File: config.mk
export PLATFORM = sky130hd
export DESIGN_NAME = cbt_result
export DESIGN_NICKNAME = d
export VERILOG_FILES = /design/src/rtl/cbt_pkg.sv /design/src/rtl/cbt_result.sv
export SDC_FILE = /design/constraint.sdc
export NUM_CORES = 1
export LEC_CHECK = 0
export ABC_CLOCK_PERIOD_IN_PS = 1210
export BUFFER_PORTS_ARGS = -buffer_cell sky130_fd_sc_hd__clkbuf_2
export CORE_AREA = 2 2 110 112
export DETAILED_ROUTE_END_ITERATION = 7
export DIE_AREA = 0 0 112 114
export GPL_TIMING_DRIVEN = 0
export PLACE_DENSITY_LB_ADDON = 0.2
export SYNTH_ARGS = -nofsm -noshare
export SYNTH_HDL_FRONTEND = slang
export SYNTH_SLANG_ARGS = --single-unit
export TNS_END_PERCENT = 20
File: constraint.sdc
create_clock -name clk -period 1.21 [get_ports clk]
set_input_delay 0.121 -clock clk [delete_from_list [all_inputs] [get_ports clk]]
set_output_delay 0.121 -clock clk [all_outputs]
set_load 0.02 [all_outputs]
File: src/rtl/cbt_pkg.sv
// shared types and constants for the can bit timing calculator
`timescale 1ns / 1ps
`default_nettype none
package cbt_pkg;

    localparam int unsigned DATA_W   = 32;
    localparam int unsigned QUANTA_N = 9;
    localparam int unsigned RES_W    = 5;
    localparam int unsigned QUO_W    = 11;

    localparam logic [4:0] QUANTA_MAX = 5'd18;
    localparam logic [4:0] SEG2_FLOOR = 5'd2;
    localparam logic [1:0] JUMP_WIDTH = 2'd2;

    typedef enum logic [1:0] {
        ST_OK            = 2'd0,
        ST_BAD_RATE      = 2'd1,
        ST_NO_QUANTA     = 2'd2,
        ST_BAD_PRESCALER = 2'd3
    } status_t;

    typedef struct packed {
        logic [31:0] clock_hz;
        logic [31:0] bit_rate;
    } req_word_t;

    typedef struct packed {
        logic [24:0] timing_word;
        logic [1:0]  status;
    } rsp_word_t;

    typedef struct packed {
        logic [DATA_W-1:0]                n;
        logic [DATA_W-1:0]                d;
        logic [DATA_W-1:0]                rem;
        logic [QUANTA_N-1:0][RES_W-1:0]   res;
        logic [QUANTA_N-1:0][QUO_W-1:0]   quo;
        logic [QUANTA_N-1:0]              ovf;
    } stage_t;

    function automatic logic [4:0] quanta_of(input int unsigned j);
        return QUANTA_MAX - 5'(j);
    endfunction

endpackage
`default_nettype wire

File: src/rtl/cbt_result.sv
// final cell: picks the quanta count, checks limits and packs the word
`timescale 1ns / 1ps
`default_nettype none
module cbt_result
    import cbt_pkg::*;
#(
    parameter int unsigned PRESCALER_LIMIT = 1024
)
(
    input  wire logic   clk,
    input  wire logic   rst_n,
    input  wire logic   en,
    input  wire logic   valid_in,
    input  wire stage_t data_in,
    output logic        valid_out,
    output rsp_word_t   word_out
);
    logic      valid_reg;
    rsp_word_t word_reg;
    rsp_word_t word_next;
    logic            found;
    logic [4:0]      tq;
    logic [QUO_W-1:0] presc;
    logic            povf;
    logic [4:0]      s2;
    logic [4:0]      s1;
    logic [QUO_W-1:0] presc_m1;

    always_comb
    begin
        found = 1'b0;
        tq    = QUANTA_MAX;
        presc = '0;
        povf  = 1'b0;
        for (int j = QUANTA_N - 1; j >= 0; j--)
        begin
            if (data_in.res[j] == '0)
            begin
                found = 1'b1;
                tq    = quanta_of(j);
                presc = data_in.quo[j];
                povf  = data_in.ovf[j];
            end
        end
        s2 = {3'd0, tq[4:3]};
        if (s2 < SEG2_FLOOR)
        begin
            s2 = SEG2_FLOOR;
        end
        s1       = tq - 5'd1 - s2;
        presc_m1 = presc - QUO_W'(1);
        word_next.timing_word = '0;
        priority if (data_in.d == '0 || data_in.rem != '0)
        begin
            word_next.status = ST_BAD_RATE;
        end
        else if (!found)
        begin
            word_next.status = ST_NO_QUANTA;
        end
        else if (povf || presc == '0 || presc > QUO_W'(PRESCALER_LIMIT))
        begin
            word_next.status = ST_BAD_PRESCALER;
        end
        else
        begin
            word_next.status = ST_OK;
            word_next.timing_word = {1'(JUMP_WIDTH - 2'd1), 1'b0, s2[2:0] - 3'd1,
                                     s1[3:0] - 4'd1, 6'd0, presc_m1[9:0]};
        end
    end

    always_ff @(posedge clk or negedge rst_n)
    begin
        if (!rst_n)
        begin
            valid_reg <= 1'b0;
        end
        else if (en)
        begin
            valid_reg <= valid_in;
        end
    end

    always_ff @(posedge clk)
    begin
        if (en)
        begin
            word_reg <= word_next;
        end
    end

    assign valid_out = valid_reg;
    assign word_out  = word_reg;
endmodule
`default_nettype wire

==> results.tsv <==
metric	value	unit
status	complete, but fails checks	
failing checks	negative setup slack	
Final Cycle Share	239	%
crit-path max FO	8	
I/O pin total	281	
Die Area	12800	µm²
Multi-input gate area	1850	µm²
Site Rows	40	
Pwr Total	2.66	mW
Seq/Total Area, Yosys	24.8	%
slowest cell delay on critical path	0.52	ns
Setup CP Type	in -> reg	
Synth async-reset ratio	5.00	%
fin crit period	2.89	ns
distinct cell type count after synthesis	64	
Post-Route WL	12200	µm
fmax	0.346	GHz
slowest CP cell	or4_4	
CTS Sinks	20	
first-pass GRT wire length	18400	µm
DR vias/cell	4.85	
Post-layout nets	836	
synthesized instance count	310	
Post-synth EDFFs	19	
layout cell share with drive strength beyond 1	55.7	%
Hold Fails Final Rpt	0	
DRC errors left	0	
CP bufs+invs	5	
final setup margin	-1.68	ns
CP arrival	2.89	ns
number of fill cells	1258	
main flop type after synthesis	edfxtp_1	
Synth Register Bits	20	
worst slew pin tran	0.613	ns
maximum VDD drop	0.666	mV
Clock transition at path regs	0.05	ns
largest net degree at the start of global routing	21	
Final setup viols	18	
leak pwr	2.02	nW
Root Driver	clkbuf_16	
CTS tree	done	
Num CTS Buffers	3	
power density over the cells	625	nW/µm²
grt total ovfl	0	
maxcap violations	0	
routed wire length per instance	16.9	µm
Routed Antenna Nets	0	
Req. time, crit path	1.21	ns
DP HPWL	10500	µm
crit path capture type	flop	
Setup Slack @ Placement	-2.34	ns
slew margin rel.	58.1	%
fin util	36.3	%
H-Tree Level Count	1	
Final Skew	0	ns
GR Util All Layers	18.2	%
flip-flop and latch area	596	µm²
final slew viol count	0	
chip height	114	µm
CTS Buffer Depth	2	
Via Count	3523	
YS warnings	0	
area added between synthesis and finish	77.1	%
DRT Pass-1 Iters	4	
initial antenna violation count	1	
DRT iter0 DRCs	140	
Initial Utilization	20.5	%
number of global-route vias before repair	3581	
RSZ-0062 raised after global routing	yes	
Core Region	11700	µm²
synthesized area	2400	µm²
worst min path class	in -> reg	
Syn Area/Cell	7.75	µm²
routability cong.	0.901	
die width	112	µm
Top Family by Delay on Critical Path	simple AND/OR/NAND/NOR gates	
clk_lat worst skew	0.24	ns
PortBufs	240	
crit path cell chain	clkbuf_2 > or4_4 > or2_1 > buf_6 > buf_8 > o221a_4 > a21oi_4 > a41oi_2 > inv_2 > ha_4 > o21ai_4 > nor3_4 > nand4_1 > nand4_4 > buf_4 > nor2_1	
crit path launch type	primary input	
## cells in the final DEF (no fill, tap or decap), drive strengths merged, types with 8 or more instances in the layout
| cell | count |
|---|---|
| nor4 | 21 |
| clkbuf | 249 |
| edfxtp | 19 |
| a221oi | 10 |
| o21ai | 19 |
| buf | 31 |
| or3 | 8 |
| nand2 | 20 |
| a21oi | 23 |
| nand3 | 13 |
| nor3 | 11 |
| nand4 | 9 |
| inv | 14 |
| conb | 10 |
| nor2 | 38 |
## routing by layer
| layer | vias to the layer above | track usage [%] | share of wire, % |
|---|---|---|---|
| li1 | 1749 | - | - |
| met1 | 1615 | 23.2 | 42 |
| met4 | 0 | 5.12 | 1.6 |
| met2 | 147 | 31.7 | 48 |
| met3 | 12 | 3.24 | 8.2 |
| met5 | - | 0 | 0 |
## synthesized netlist by cell type (3+ instances only)
master / instances / share of area [%]
nor2_1: 38 / 5.9
a21oi_1: 23 / 4.8
nand2_1: 20 / 3.1
nor4_1: 20 / 5.2
edfxtp_1: 19 / 24
o21ai_0: 18 / 3.8
nand3_1: 13 / 2.7
inv_1: 12 / 1.9
a221oi_1: 10 / 3.6
nor3_1: 10 / 2.1
buf_4: 8 / 2.5
clkbuf_1: 8 / 1.3
nand4_1: 8 / 2.1
or3_1: 6 / 1.6
a311oi_1: 5 / 1.8
o22ai_1: 5 / 1.3
or4_1: 5 / 1.6
a31oi_1: 4 / 1.0
and2_1: 4 / 1.0
and3_1: 4 / 1.0
xnor2_1: 4 / 1.5
a211oi_1: 3 / 0.94
a221o_1: 3 / 1.3
buf_2: 3 / 0.63
ha_1: 3 / 1.6
o221a_2: 3 / 1.4
## cells by family (layout without fill, tap and decap cells)
| group | count (synthesis) | in the layout | share of synthesized area, % |
|---|---|---|---|
| xor+xnor | 6 | 6 | 2.19 |
| other cells | 1 | 11 | 0.156 |
| mux | 2 | 2 | 1.09 |
| simple gates | 141 | 141 | 31.8 |
| compound gates | 100 | 100 | 29.9 |
| fa+ha+maj | 4 | 4 | 2.40 |
| flops | 20 | 20 | 24.8 |
| buf+inv | 36 | 295 | 7.66 |
## stage by stage
step / area [µm²] / cells / TNS (ns) / hold WS (ns)
floorplan: 2490 / 319 / -30.68 / -0.175
global placement: 3880 / 706 / -41.20 / -0.104
detailed placement: 3880 / 706 / -40.88 / -0.102
CTS: 4220 / 726 / -29.60 / 0.107
global route: 4250 / 725 / -31.89 / 0.116
finish: 4250 / 726 / -29.65 / 0.109
## worst paths after layout
path                                    from           to  slack, ns  depth (start not counted)
worst max-delay path            data_in[114]  word_out[8]      -1.68                         16
max in group asynchronous              rst_n    valid_out       0.94                          2
min in group asynchronous              rst_n    valid_out       0.19                          2
worst min-delay path                valid_in    valid_out       0.11                          2
worst max register to register     valid_out    valid_out       0.48                          1
worst min register to register     valid_out    valid_out       0.50                          1
## flip-flops by register name, summed over array words and instances, names as in the netlist
name and cells:
word_out 19, valid_out 1
## final cells by class
type	instances	share of cell area [%]
diodes	1	0.0588
plain buffers	19	3.35
clock buffers	4	1.85
inverters	14	1.24
multi-input cells	263	43.6
flip-flops and latches	20	14.0
well taps	147	4.32
repair buffers	258	31.6
## what timing repair did
item | in CTS | in global routing
pin swaps | 9 | 3
cloned | 1 | 0
endpoints found under the hold margin | 1 | 0
gates resized for setup | 32 | 8
hold buffers | 1 | 0
setup buffers | 15 | 1
endpoints found under the setup margin | 18 | 18
## where the power goes
| group | internal (mW) | leakage, nW | total [mW] | switching [mW] |
|---|---|---|---|---|
| sequential | 0.794 | 0.193 | 0.804 | 0.0105 |
| combinational | 0.597 | 1.79 | 1.19 | 0.596 |
| clock | 0.447 | 0.0382 | 0.662 | 0.215 |
No activity file was read; power rests on OpenSTA's default activity.
