`src/rtl/cbt_pkg.sv`:
```
// shared types and constants for the can bit timing calculator
`timescale 1ns / 1ps
`default_nettype none
package cbt_pkg;

    localparam int unsigned DATA_W   = 32;
    localparam int unsigned QUANTA_N = 9;
    localparam int unsigned RES_W    = 5;
    localparam int unsigned QUO_W    = 11;

    localparam logic [4:0] QUANTA_MAX = 5'd18;
    localparam logic [4:0] SEG2_FLOOR = 5'd2;
    localparam logic [1:0] JUMP_WIDTH = 2'd2;

    typedef enum logic [1:0] {
        ST_OK            = 2'd0,
        ST_BAD_RATE      = 2'd1,
        ST_NO_QUANTA     = 2'd2,
        ST_BAD_PRESCALER = 2'd3
    } status_t;

    typedef struct packed {
        logic [31:0] clock_hz;
        logic [31:0] bit_rate;
    } req_word_t;

    typedef struct packed {
        logic [24:0] timing_word;
        logic [1:0]  status;
    } rsp_word_t;

    typedef struct packed {
        logic [DATA_W-1:0]                n;
        logic [DATA_W-1:0]                d;
        logic [DATA_W-1:0]                rem;
        logic [QUANTA_N-1:0][RES_W-1:0]   res;
        logic [QUANTA_N-1:0][QUO_W-1:0]   quo;
        logic [QUANTA_N-1:0]              ovf;
    } stage_t;

    function automatic logic [4:0] quanta_of(input int unsigned j);
        return QUANTA_MAX - 5'(j);
    endfunction

endpackage
`default_nettype wire

```
`src/rtl/cbt_cell.sv`:
```
// one divider cell: one quotient bit plus residues by each quanta count
`timescale 1ns / 1ps
`default_nettype none
module cbt_cell
    import cbt_pkg::*;
(
    input  wire logic   clk,
    input  wire logic   rst_n,
    input  wire logic   en,
    input  wire logic   valid_in,
    input  wire stage_t data_in,
    output logic        valid_out,
    output stage_t      data_out
);
    logic   valid_reg;
    stage_t data_reg;
    stage_t data_next;
    logic [DATA_W:0] trial;
    logic [DATA_W:0] diff;
    logic            qbit;
    logic [RES_W:0]  r2   [QUANTA_N];
    logic [RES_W:0]  rsub [QUANTA_N];

    always_comb
    begin
        data_next   = data_in;
        trial       = {data_in.rem, data_in.n[DATA_W-1]};
        diff        = trial - {1'b0, data_in.d};
        qbit        = (trial >= {1'b0, data_in.d});
        data_next.rem = qbit ? diff[DATA_W-1:0] : trial[DATA_W-1:0];
        data_next.n   = {data_in.n[DATA_W-2:0], 1'b0};
        for (int j = 0; j < QUANTA_N; j++)
        begin
            r2[j]   = {data_in.res[j], qbit};
            rsub[j] = r2[j] - {1'b0, quanta_of(j)};
            if (r2[j] >= {1'b0, quanta_of(j)})
            begin
                data_next.res[j] = rsub[j][RES_W-1:0];
                data_next.quo[j] = {data_in.quo[j][QUO_W-2:0], 1'b1};
            end
            else
            begin
                data_next.res[j] = r2[j][RES_W-1:0];
                data_next.quo[j] = {data_in.quo[j][QUO_W-2:0], 1'b0};
            end
            data_next.ovf[j] = data_in.ovf[j] | data_in.quo[j][QUO_W-1];
        end
    end

    always_ff @(posedge clk or negedge rst_n)
    begin
        if (!rst_n)
        begin
            valid_reg <= 1'b0;
        end
        else if (en)
        begin
            valid_reg <= valid_in;
        end
    end

    always_ff @(posedge clk)
    begin
        if (en)
        begin
            data_reg <= data_next;
        end
    end

    assign valid_out = valid_reg;
    assign data_out  = data_reg;
endmodule
`default_nettype wire

```
`config.mk`:
```
export PLATFORM = sky130hd
export DESIGN_NAME = cbt_cell
export DESIGN_NICKNAME = d
export VERILOG_FILES = /design/src/rtl/cbt_pkg.sv /design/src/rtl/cbt_cell.sv
export SDC_FILE = /design/constraint.sdc
export NUM_CORES = 1
export LEC_CHECK = 0
export BUFFER_PORTS_ARGS = -buffer_cell sky130_fd_sc_hd__buf_4
export CORE_AREA = 2 2 193 195
export DETAILED_ROUTE_END_ITERATION = 6
export DIE_AREA = 0 0 195 197
export GPL_ROUTABILITY_DRIVEN = 0
export HOLD_SLACK_MARGIN = 0.15
export PLACE_DENSITY_LB_ADDON = 0.12
export SKIP_CTS_REPAIR_TIMING = 1
export SLEW_MARGIN = 20
export SYNTH_ARGS = -nofsm -noshare
export SYNTH_HDL_FRONTEND = slang
export SYNTH_SLANG_ARGS = --single-unit
```
`constraint.sdc`:
```
create_clock -name clk -period 0.8 [get_ports clk]
set_clock_uncertainty 0.05 [all_clocks]
set_input_delay 0.08 -clock clk [delete_from_list [all_inputs] [get_ports clk]]
set_output_delay 0.08 -clock clk [all_outputs]
set_load 0.05 [all_outputs]
```
==> results of run 1 <==
worst max-delay path by stage:
stage | slack [ps] | endpoint
2_1_floorplan | -2560 | data_out[146]
4_1_cts | -2120 | data_out[146]
6_report | -1840 | data_out[136]
3_5_place_dp | -2690 | data_out[146]
3_3_place_gp | -2670 | data_out[146]
5_1_grt | -1930 | data_out[136]
through the flow:
stage	TNS [ps]	power, mW	instances
global placement	-187650	27.6	1930
global route	-232750	44.7	2229
floorplan	-130550	22.5	776
detailed placement	-189700	27.6	1930
CTS	-241100	40.8	1982
finish	-213630	43.0	2230
sequential cells by signal, indices dropped and copies added, names as in the netlist:
register,flops
valid_out,1
data_out,244
logic make-up after synthesis:
| logic type | count (synthesis) |
|---|---|
| AO/OA/AOI/OAI | 168 |
| XOR/XNOR | 35 |
| adder cells (fa/ha/maj) | 44 |
| buffers and inverters | 87 |
| flip-flops | 245 |
| multiplexers | 4 |
| other | 1 |
| AND/OR/NAND/NOR | 192 |
synth_stat cells, types with 2 or more instances:
library cell,instances,area share [%]
sky130_fd_sc_hd__a21o_1,9,0.64
sky130_fd_sc_hd__nand3b_1,3,0.21
sky130_fd_sc_hd__xnor2_1,23,1.9
sky130_fd_sc_hd__and3_1,8,0.47
sky130_fd_sc_hd__o211ai_1,2,0.14
sky130_fd_sc_hd__nand2_1,52,1.8
sky130_fd_sc_hd__o2111ai_1,2,0.16
sky130_fd_sc_hd__nor2b_1,3,0.18
sky130_fd_sc_hd__nor3_1,10,0.47
sky130_fd_sc_hd__nand2b_1,6,0.35
sky130_fd_sc_hd__o31ai_1,9,0.64
sky130_fd_sc_hd__o31a_1,3,0.25
sky130_fd_sc_hd__nor2_1,51,1.8
sky130_fd_sc_hd__and4_1,4,0.33
sky130_fd_sc_hd__a21oi_1,57,2.7
sky130_fd_sc_hd__buf_2,5,0.24
sky130_fd_sc_hd__clkbuf_1,10,0.35
sky130_fd_sc_hd__a41o_1,2,0.19
sky130_fd_sc_hd__inv_1,63,2.2
sky130_fd_sc_hd__o21bai_1,8,0.57
sky130_fd_sc_hd__a211oi_1,4,0.28
sky130_fd_sc_hd__or2_2,13,0.77
sky130_fd_sc_hd__o21ai_0,39,1.8
sky130_fd_sc_hd__a31oi_1,7,0.41
sky130_fd_sc_hd__edfxtp_1,244,69
sky130_fd_sc_hd__nor3b_1,2,0.14
sky130_fd_sc_hd__nor4_1,3,0.18
sky130_fd_sc_hd__or3_1,4,0.24
sky130_fd_sc_hd__xor2_1,11,0.91
sky130_fd_sc_hd__and2_1,2,0.12
sky130_fd_sc_hd__o41ai_1,3,0.25
sky130_fd_sc_hd__ha_1,43,5.1
sky130_fd_sc_hd__nand4_1,9,0.53
sky130_fd_sc_hd__nand3_1,18,0.85
sky130_fd_sc_hd__buf_4,6,0.42
sky130_fd_sc_hd__mux2_2,4,0.42
sky130_fd_sc_hd__o21a_1,5,0.35
routing by layer:
metal,part of all wire (%),GRT usage (%),wire length (µm),vias to the layer above
met5,0.080,0,34,-
met1,38,21.8,16100,4833
li1,-,-,-,4827
met3,7.9,6.47,3390,55
met2,52,34.1,22300,353
met4,2.3,4.18,969,4
cell type report:
type | count | area [µm²]
diodes | 2 | 5.00
clock buffers | 36 | 752
clock inverters | 16 | 175
fillers | 2889 | 14600
inverters | 64 | 258
multi-input cells | 444 | 3560
flip-flops and latches | 245 | 7350
well taps | 468 | 586
repair buffers | 955 | 8950
critical path: stages:
cell,delay (ps)
sky130_fd_sc_hd__buf_12,110
sky130_fd_sc_hd__inv_12,40
sky130_fd_sc_hd__ha_4,180
sky130_fd_sc_hd__nor2b_4,120
sky130_fd_sc_hd__o31a_1,270
sky130_fd_sc_hd__o41a_1,400
sky130_fd_sc_hd__o2111ai_4,220
sky130_fd_sc_hd__nand3_2,110
sky130_fd_sc_hd__a41o_4,290
sky130_fd_sc_hd__buf_6,140
sky130_fd_sc_hd__ha_4,150
sky130_fd_sc_hd__nand2b_4,130
sky130_fd_sc_hd__a311o_1,360
sky130_fd_sc_hd__nand2_1,100
sky130_fd_sc_hd__a21oi_2,40
sky130_fd_sc_hd__xor2_1,150
where the power goes:
| group | switching (mW) | internal, mW | leakage (nW) |
|---|---|---|---|
| Sequential | 0.592 | 15.6 | 2.40 |
| Combinational | 7.81 | 6.04 | 6.49 |
| Clock | 5.11 | 7.88 | 0.451 |
layout by cell type (no fill, tap or decap), drive strengths merged, types with 5 or more instances in the layout:
master | Yosys | layout
buf | 12 | 729
edfxtp | 244 | 244
dlygate4sd3 | 0 | 225
inv | 64 | 64
a21oi | 57 | 57
nand2 | 52 | 52
nor2 | 51 | 51
ha | 43 | 43
o21ai | 40 | 40
clkbuf | 11 | 37
xnor2 | 24 | 24
nand3 | 18 | 18
or2 | 13 | 13
xor2 | 11 | 11
clkinv | 0 | 11
nor3 | 10 | 10
a21o | 9 | 9
nand4 | 9 | 9
o31ai | 9 | 9
o21bai | 8 | 8
and3 | 8 | 8
a31oi | 7 | 7
nand2b | 6 | 6
o21a | 5 | 5
==> impl_metrics.py, run 1 <==
metrics = {
    "critical_path": {
        "worstSetupStartpoint": "data_in[186]",
        "cp_data_required_time_ps": 1050,
        "worst-path-max-fanout": 7,
        "worst_r2r_path_depth": 1,
        "worst-setup-path-type": "input port to flop",
        "reg2reg_setup_slack_ps": -30,
        "critical_path.reg2reg.startpoint": "valid_out",
        "worst-endpoint-arrival_ps": 2890,
        "worst_setup_path_end_kind": "flop",
        "crit_path_start_kind": "input port",
        "crit-reg2reg-capture": "valid_out",
    },
    "outcome": {
        "failed_checks": "hold timing, setup timing",
        "run_status": "finished with violations",
    },
    "worst_hold_path": {
        "min_path_cells": 3,
        "hp-class": "input port to flop",
        "hold_path_end": "data_out[161]",
        "hp-start": "data_in[160]",
    },
    "die": {
        "die_x_um": 195,
        "core_mm2": 0.0363,
        "start_util_pct": 29.3,
        "floorplan.die_area_mm2": 0.0384,
        "boundaryPins": 503,
        "die_height_um": 197,
        "floorplan.rows": 70,
    },
    "synthesis": {
        "yosys-mux-area-fraction_pct": 0.424,
        "syn-mean-instance-area_um2": 13.7,
        "synth-main-ff-cell": "sky130_fd_sc_hd__edfxtp_1",
        "ys_ff_latch": 245,
        "syn-instance-count": 776,
        "area_fraction_in_and_or_nand_and_nor_cells_after_synthesis_pct": 8.85,
        "synth-compound-area-share_pct": 9.88,
        "synth_xor_area_share_pct": 2.96,
        "post_synth_edffs": 244,
        "netlist-cell-type-count": 66,
        "yosys_warnings": 0,
        "syn_nets": 1073,
        "synth_top_family_by_area": "compound AO/OA/AOI/OAI gates",
        "async_reset_ff_share_pct": 0.408,
        "seq_area_frac_synth_pct": 69.2,
        "synth.cell_area_mm2": 0.0106,
        "synth-adder-area-share_pct": 5.25,
    },
    "route": {
        "remaining_drc_errors": 0,
        "dr.pass1.iters": 4,
        "postRouteAntennaNets": 0,
        "routed_wl_um": 42700,
        "drt_iter0_markers": 371,
        "wl_per_cell_um": 19.2,
        "route.detailed.vias_per_inst": 4.52,
        "route.vias.total": 10100,
    },
    "global_routing": {
        "grt_pass1_wl_um": 54700,
        "grt_max_degree": 37,
        "groute.usage.overall_pct": 19.0,
        "number_of_antenna_violations_at_the_first_check_in_global_routing": 4,
        "globalRoute.totalOverflow": 0,
        "via_count_of_the_first_global_routing_pass": 9039,
    },
    "sta": {
        "drv_slew": 0,
        "final.min_clock_period_ps": 2640,
        "rsz0062_at_grt": "true",
        "count_of_final_hold_check_violations": 44,
        "post_route_worst_hold_slack_ps": -187,
        "maxClockFrequency_mhz": 379,
        "postLayoutSetupSlackWorst_ps": -1840,
        "setup_violations": 336,
        "layout_worst_path_cycle_share_pct": 330,
    },
    "final_layout": {
        "final_layout_size_suffix_gt1_share_pct": 50.8,
        "final_core_util_pct": 59.7,
        "design.final.nets": 2035,
        "stdcell_area_mm2": 0.0216,
        "area_growth_pct": 104,
    },
    "flow_run": {
        "max_cap_violations": 0,
    },
    "power": {
        "irDropWorstVdd_mv": 1.88,
        "total_leakage_power_nw": 9.34,
        "power_density_mw_per_mm2": 1990,
    },
    "cts": {
        "insertion_delay_ps": 530,
        "h-tree-depth": 1,
        "cts.path.max_buffers": 3,
        "cts_tree": "done",
        "clkSlewWorstSetupHoldPaths_ps": 60,
        "clock-sinks": 245,
        "clk_root_buffer_cell": "sky130_fd_sc_hd__clkbuf_16",
        "total_cts_buffers": 28,
    },
    "placed_design": {
        "port-buffer-count": 501,
        "dp.final_hpwl_um": 31000,
        "placement.setup.worst_slack_ps": -2690,
        "dpl-instance-area_mm2": 0.0166,
    },
}
No activity file was read; power rests on OpenSTA's default activity.
==> run 2, diff against run 1 <==
Settings changed: CELL_PAD_IN_SITES_DETAIL_PLACEMENT set to 1, CELL_PAD_IN_SITES_GLOBAL_PLACEMENT set to 2, CORE_AREA 2 2 193 195 to 2 2 206 208, DIE_AREA 0 0 195 197 to 0 0 208 210.
==> run 2 against run 1 <==
  * The run still ends with hold timing, setup timing left
  * Via count rose by 0.56%
  * Combinational power barely moved
  * Global-route usage down 0.82 points
  * Flip-flop and latch count unchanged
  * Critical path type unchanged
  * Largest cell class unchanged
==> impl_metrics.py, run 2 (synthesis gave the netlist of run 1 again) <==
metrics = {
    "route": {
        "dr.pass1.iters": 4,
        "route.detailed.vias_per_inst": 4.42,
        "remaining_drc_errors": 0,
        "wl_per_cell_um": 20.9,
        "drt_iter0_markers": 370,
        "postRouteAntennaNets": 0,
        "route.vias.total": 10100,
        "routed_wl_um": 47800,
    },
    "outcome": {
        "failed_checks": "hold timing, setup timing",
        "run_status": "finished with violations",
    },
    "cts": {
        "cts_tree": "done",
        "clkSlewWorstSetupHoldPaths_ps": 60,
        "total_cts_buffers": 28,
        "clock-sinks": 245,
        "clk_root_buffer_cell": "sky130_fd_sc_hd__clkbuf_16",
        "cts.path.max_buffers": 3,
        "h-tree-depth": 1,
        "insertion_delay_ps": 580,
    },
    "sta": {
        "final.min_clock_period_ps": 2660,
        "setup_violations": 331,
        "postLayoutSetupSlackWorst_ps": -1860,
        "rsz0062_at_grt": "true",
        "post_route_worst_hold_slack_ps": -364,
        "maxClockFrequency_mhz": 376,
        "drv_slew": 0,
        "count_of_final_hold_check_violations": 48,
        "layout_worst_path_cycle_share_pct": 332,
    },
    "final_layout": {
        "design.final.nets": 2025,
        "largest_register_ff_count": 244,
        "stdcell_area_mm2": 0.0215,
        "area_growth_pct": 103,
        "final_cell_count_no_fill": 2291,
        "register_area_mm2": 0.00735,
        "final_core_util_pct": 51.9,
        "num-fill-cells": 4283,
        "multi_input_comb_area_mm2": 0.00358,
        "layout.cells.most_common_list": "sky130_fd_sc_hd__buf_4, sky130_fd_sc_hd__buf_6, sky130_fd_sc_hd__edfxtp_1, sky130_fd_sc_hd__dlygate4sd3_1, sky130_fd_sc_hd__inv_1",
        "layout.cells.most_common": "sky130_fd_sc_hd__buf_4",
        "final_layout_size_suffix_gt1_share_pct": 50.2,
    },
    "die": {
        "boundaryPins": 503,
        "floorplan.rows": 75,
        "die_height_um": 210,
        "die_x_um": 208,
        "floorplan.die_area_mm2": 0.0437,
        "core_mm2": 0.0415,
        "start_util_pct": 25.6,
    },
    "critical_path": {
        "worst_setup_path_end_kind": "flop",
        "critical_path.reg2reg.startpoint": "valid_out",
        "crit_path_start_kind": "input port",
        "cp_data_required_time_ps": 1080,
        "critical_path.max_stage_delay_ps": 400,
        "timing.critical_path.mode_cell": "sky130_fd_sc_hd__ha_4",
        "worst-path-max-fanout": 4,
        "crit-reg2reg-capture": "valid_out",
        "worstSetupPathDepth": 16,
        "worst_r2r_path_depth": 1,
        "timing.critical_path.slowest_stage_cell": "sky130_fd_sc_hd__o41a_1",
        "worst-setup-path-type": "input port to flop",
        "critical_path_cell_by_cell": "buf_12, inv_12, ha_4, nor2b_4, o31a_1, o41a_1, o2111ai_4, nand3_2, a41o_4, buf_6, ha_4, nand2b_4, a311o_1, nand2_1, a21oi_2, xor2_1",
        "timing.critical_path.max_delay_family": "compound AO/OA/AOI/OAI gates",
        "reg2reg_setup_slack_ps": -70,
        "cp.buffers_inverters": 3,
        "worst-endpoint-arrival_ps": 2940,
    },
    "global_routing": {
        "globalRoute.totalOverflow": 0,
        "groute.usage.overall_pct": 18.1,
        "via_count_of_the_first_global_routing_pass": 9295,
        "grt_max_degree": 52,
        "number_of_antenna_violations_at_the_first_check_in_global_routing": 5,
        "grt_pass1_wl_um": 59800,
    },
    "worst_hold_path": {
        "min_path_cells": 1,
        "hold_path_end": "data_out[189]",
        "hp-class": "input port to flop",
        "hp-start": "data_in[189]",
    },
    "power": {
        "comb_power_share_pct": 32.8,
        "p_sw_mw": 14.0,
        "power_density_mw_per_mm2": 1970,
        "clock_power_share_pct": 29.1,
        "total_leakage_power_nw": 9.23,
        "irDropWorstVdd_mv": 1.52,
        "power.switching_fraction_pct": 33.0,
        "intPower_mw": 28.5,
        "sequentialPowerShare_pct": 38.1,
        "finalPower_mw": 42.5,
    },
    "placed_design": {
        "dp_cells": 1991,
        "dp.final_hpwl_um": 33600,
        "dpl-instance-area_mm2": 0.0166,
        "port-buffer-count": 501,
        "placement.setup.worst_slack_ps": -2780,
    },
    "flow_run": {
        "max_cap_violations": 0,
    },
}
run 2: cell count changes in the layout (fill, tap and decap cells not counted), moves of 3 or more:
| cell | previous run | this run |
|---|---|---|
| sky130_fd_sc_hd__buf_12 | 15 | 10 |
| sky130_fd_sc_hd__o21ai_1 | 6 | 9 |
| sky130_fd_sc_hd__bufinv_16 | 4 | 1 |
| sky130_fd_sc_hd__buf_6 | 264 | 261 |
| sky130_fd_sc_hd__o41ai_2 | 3 | 0 |
| sky130_fd_sc_hd__nor2_4 | 2 | 5 |
| sky130_fd_sc_hd__clkinv_1 | 6 | 3 |
| sky130_fd_sc_hd__o21ai_2 | 9 | 4 |
| sky130_fd_sc_hd__nor2_2 | 11 | 8 |
run 2: power groups by stage:
stage	sequential [mW]	clock [mW]	combinational (mW)
global route	16.3	13.2	14.6
detailed placement	16.2	0	11.5
finish	16.2	12.4	13.9
floorplan	20.4	0	2.11
global placement	16.1	0	11.4
CTS	15.9	12.7	11.5
run 2: layout make-up:
type                    instances  share of cell area [%]
inverters                      64                    1.18
multi-input cells             444                    16.6
clock buffers                  37                    3.46
flip-flops and latches        245                    34.1
well taps                     539                    3.13
diodes                          3                  0.0348
clock inverters                14                   0.581
repair buffers                945                    40.9
run 2: worst max path at each step:
stage                       startpoint       endpoint  slack, ps
after floorplan           data_in[186]  data_out[146]      -2560
after global placement    data_in[186]  data_out[114]      -2730
after detailed placement  data_in[186]  data_out[114]      -2780
after CTS                 data_in[186]  data_out[114]      -2170
after global routing      data_in[186]  data_out[146]      -1940
final                     data_in[186]  data_out[136]      -1860
run 2: per-stage QoR:
stage	hold slack [ps]	TNS, ps
6_report	-364	-221680
2_1_floorplan	-266	-130550
3_3_place_gp	-194	-196920
4_1_cts	-815	-248950
5_1_grt	-394	-239590
3_5_place_dp	-188	-200860
run 2: layer usage:
metal  GRT usage, %  up-vias  wire length (µm)
met4           5.26        4              1310
met1           21.1     4939             18300
met2           31.4      320             24800
li1               -     4800                 -
met3           6.48       65              3460
met5              0        -                27
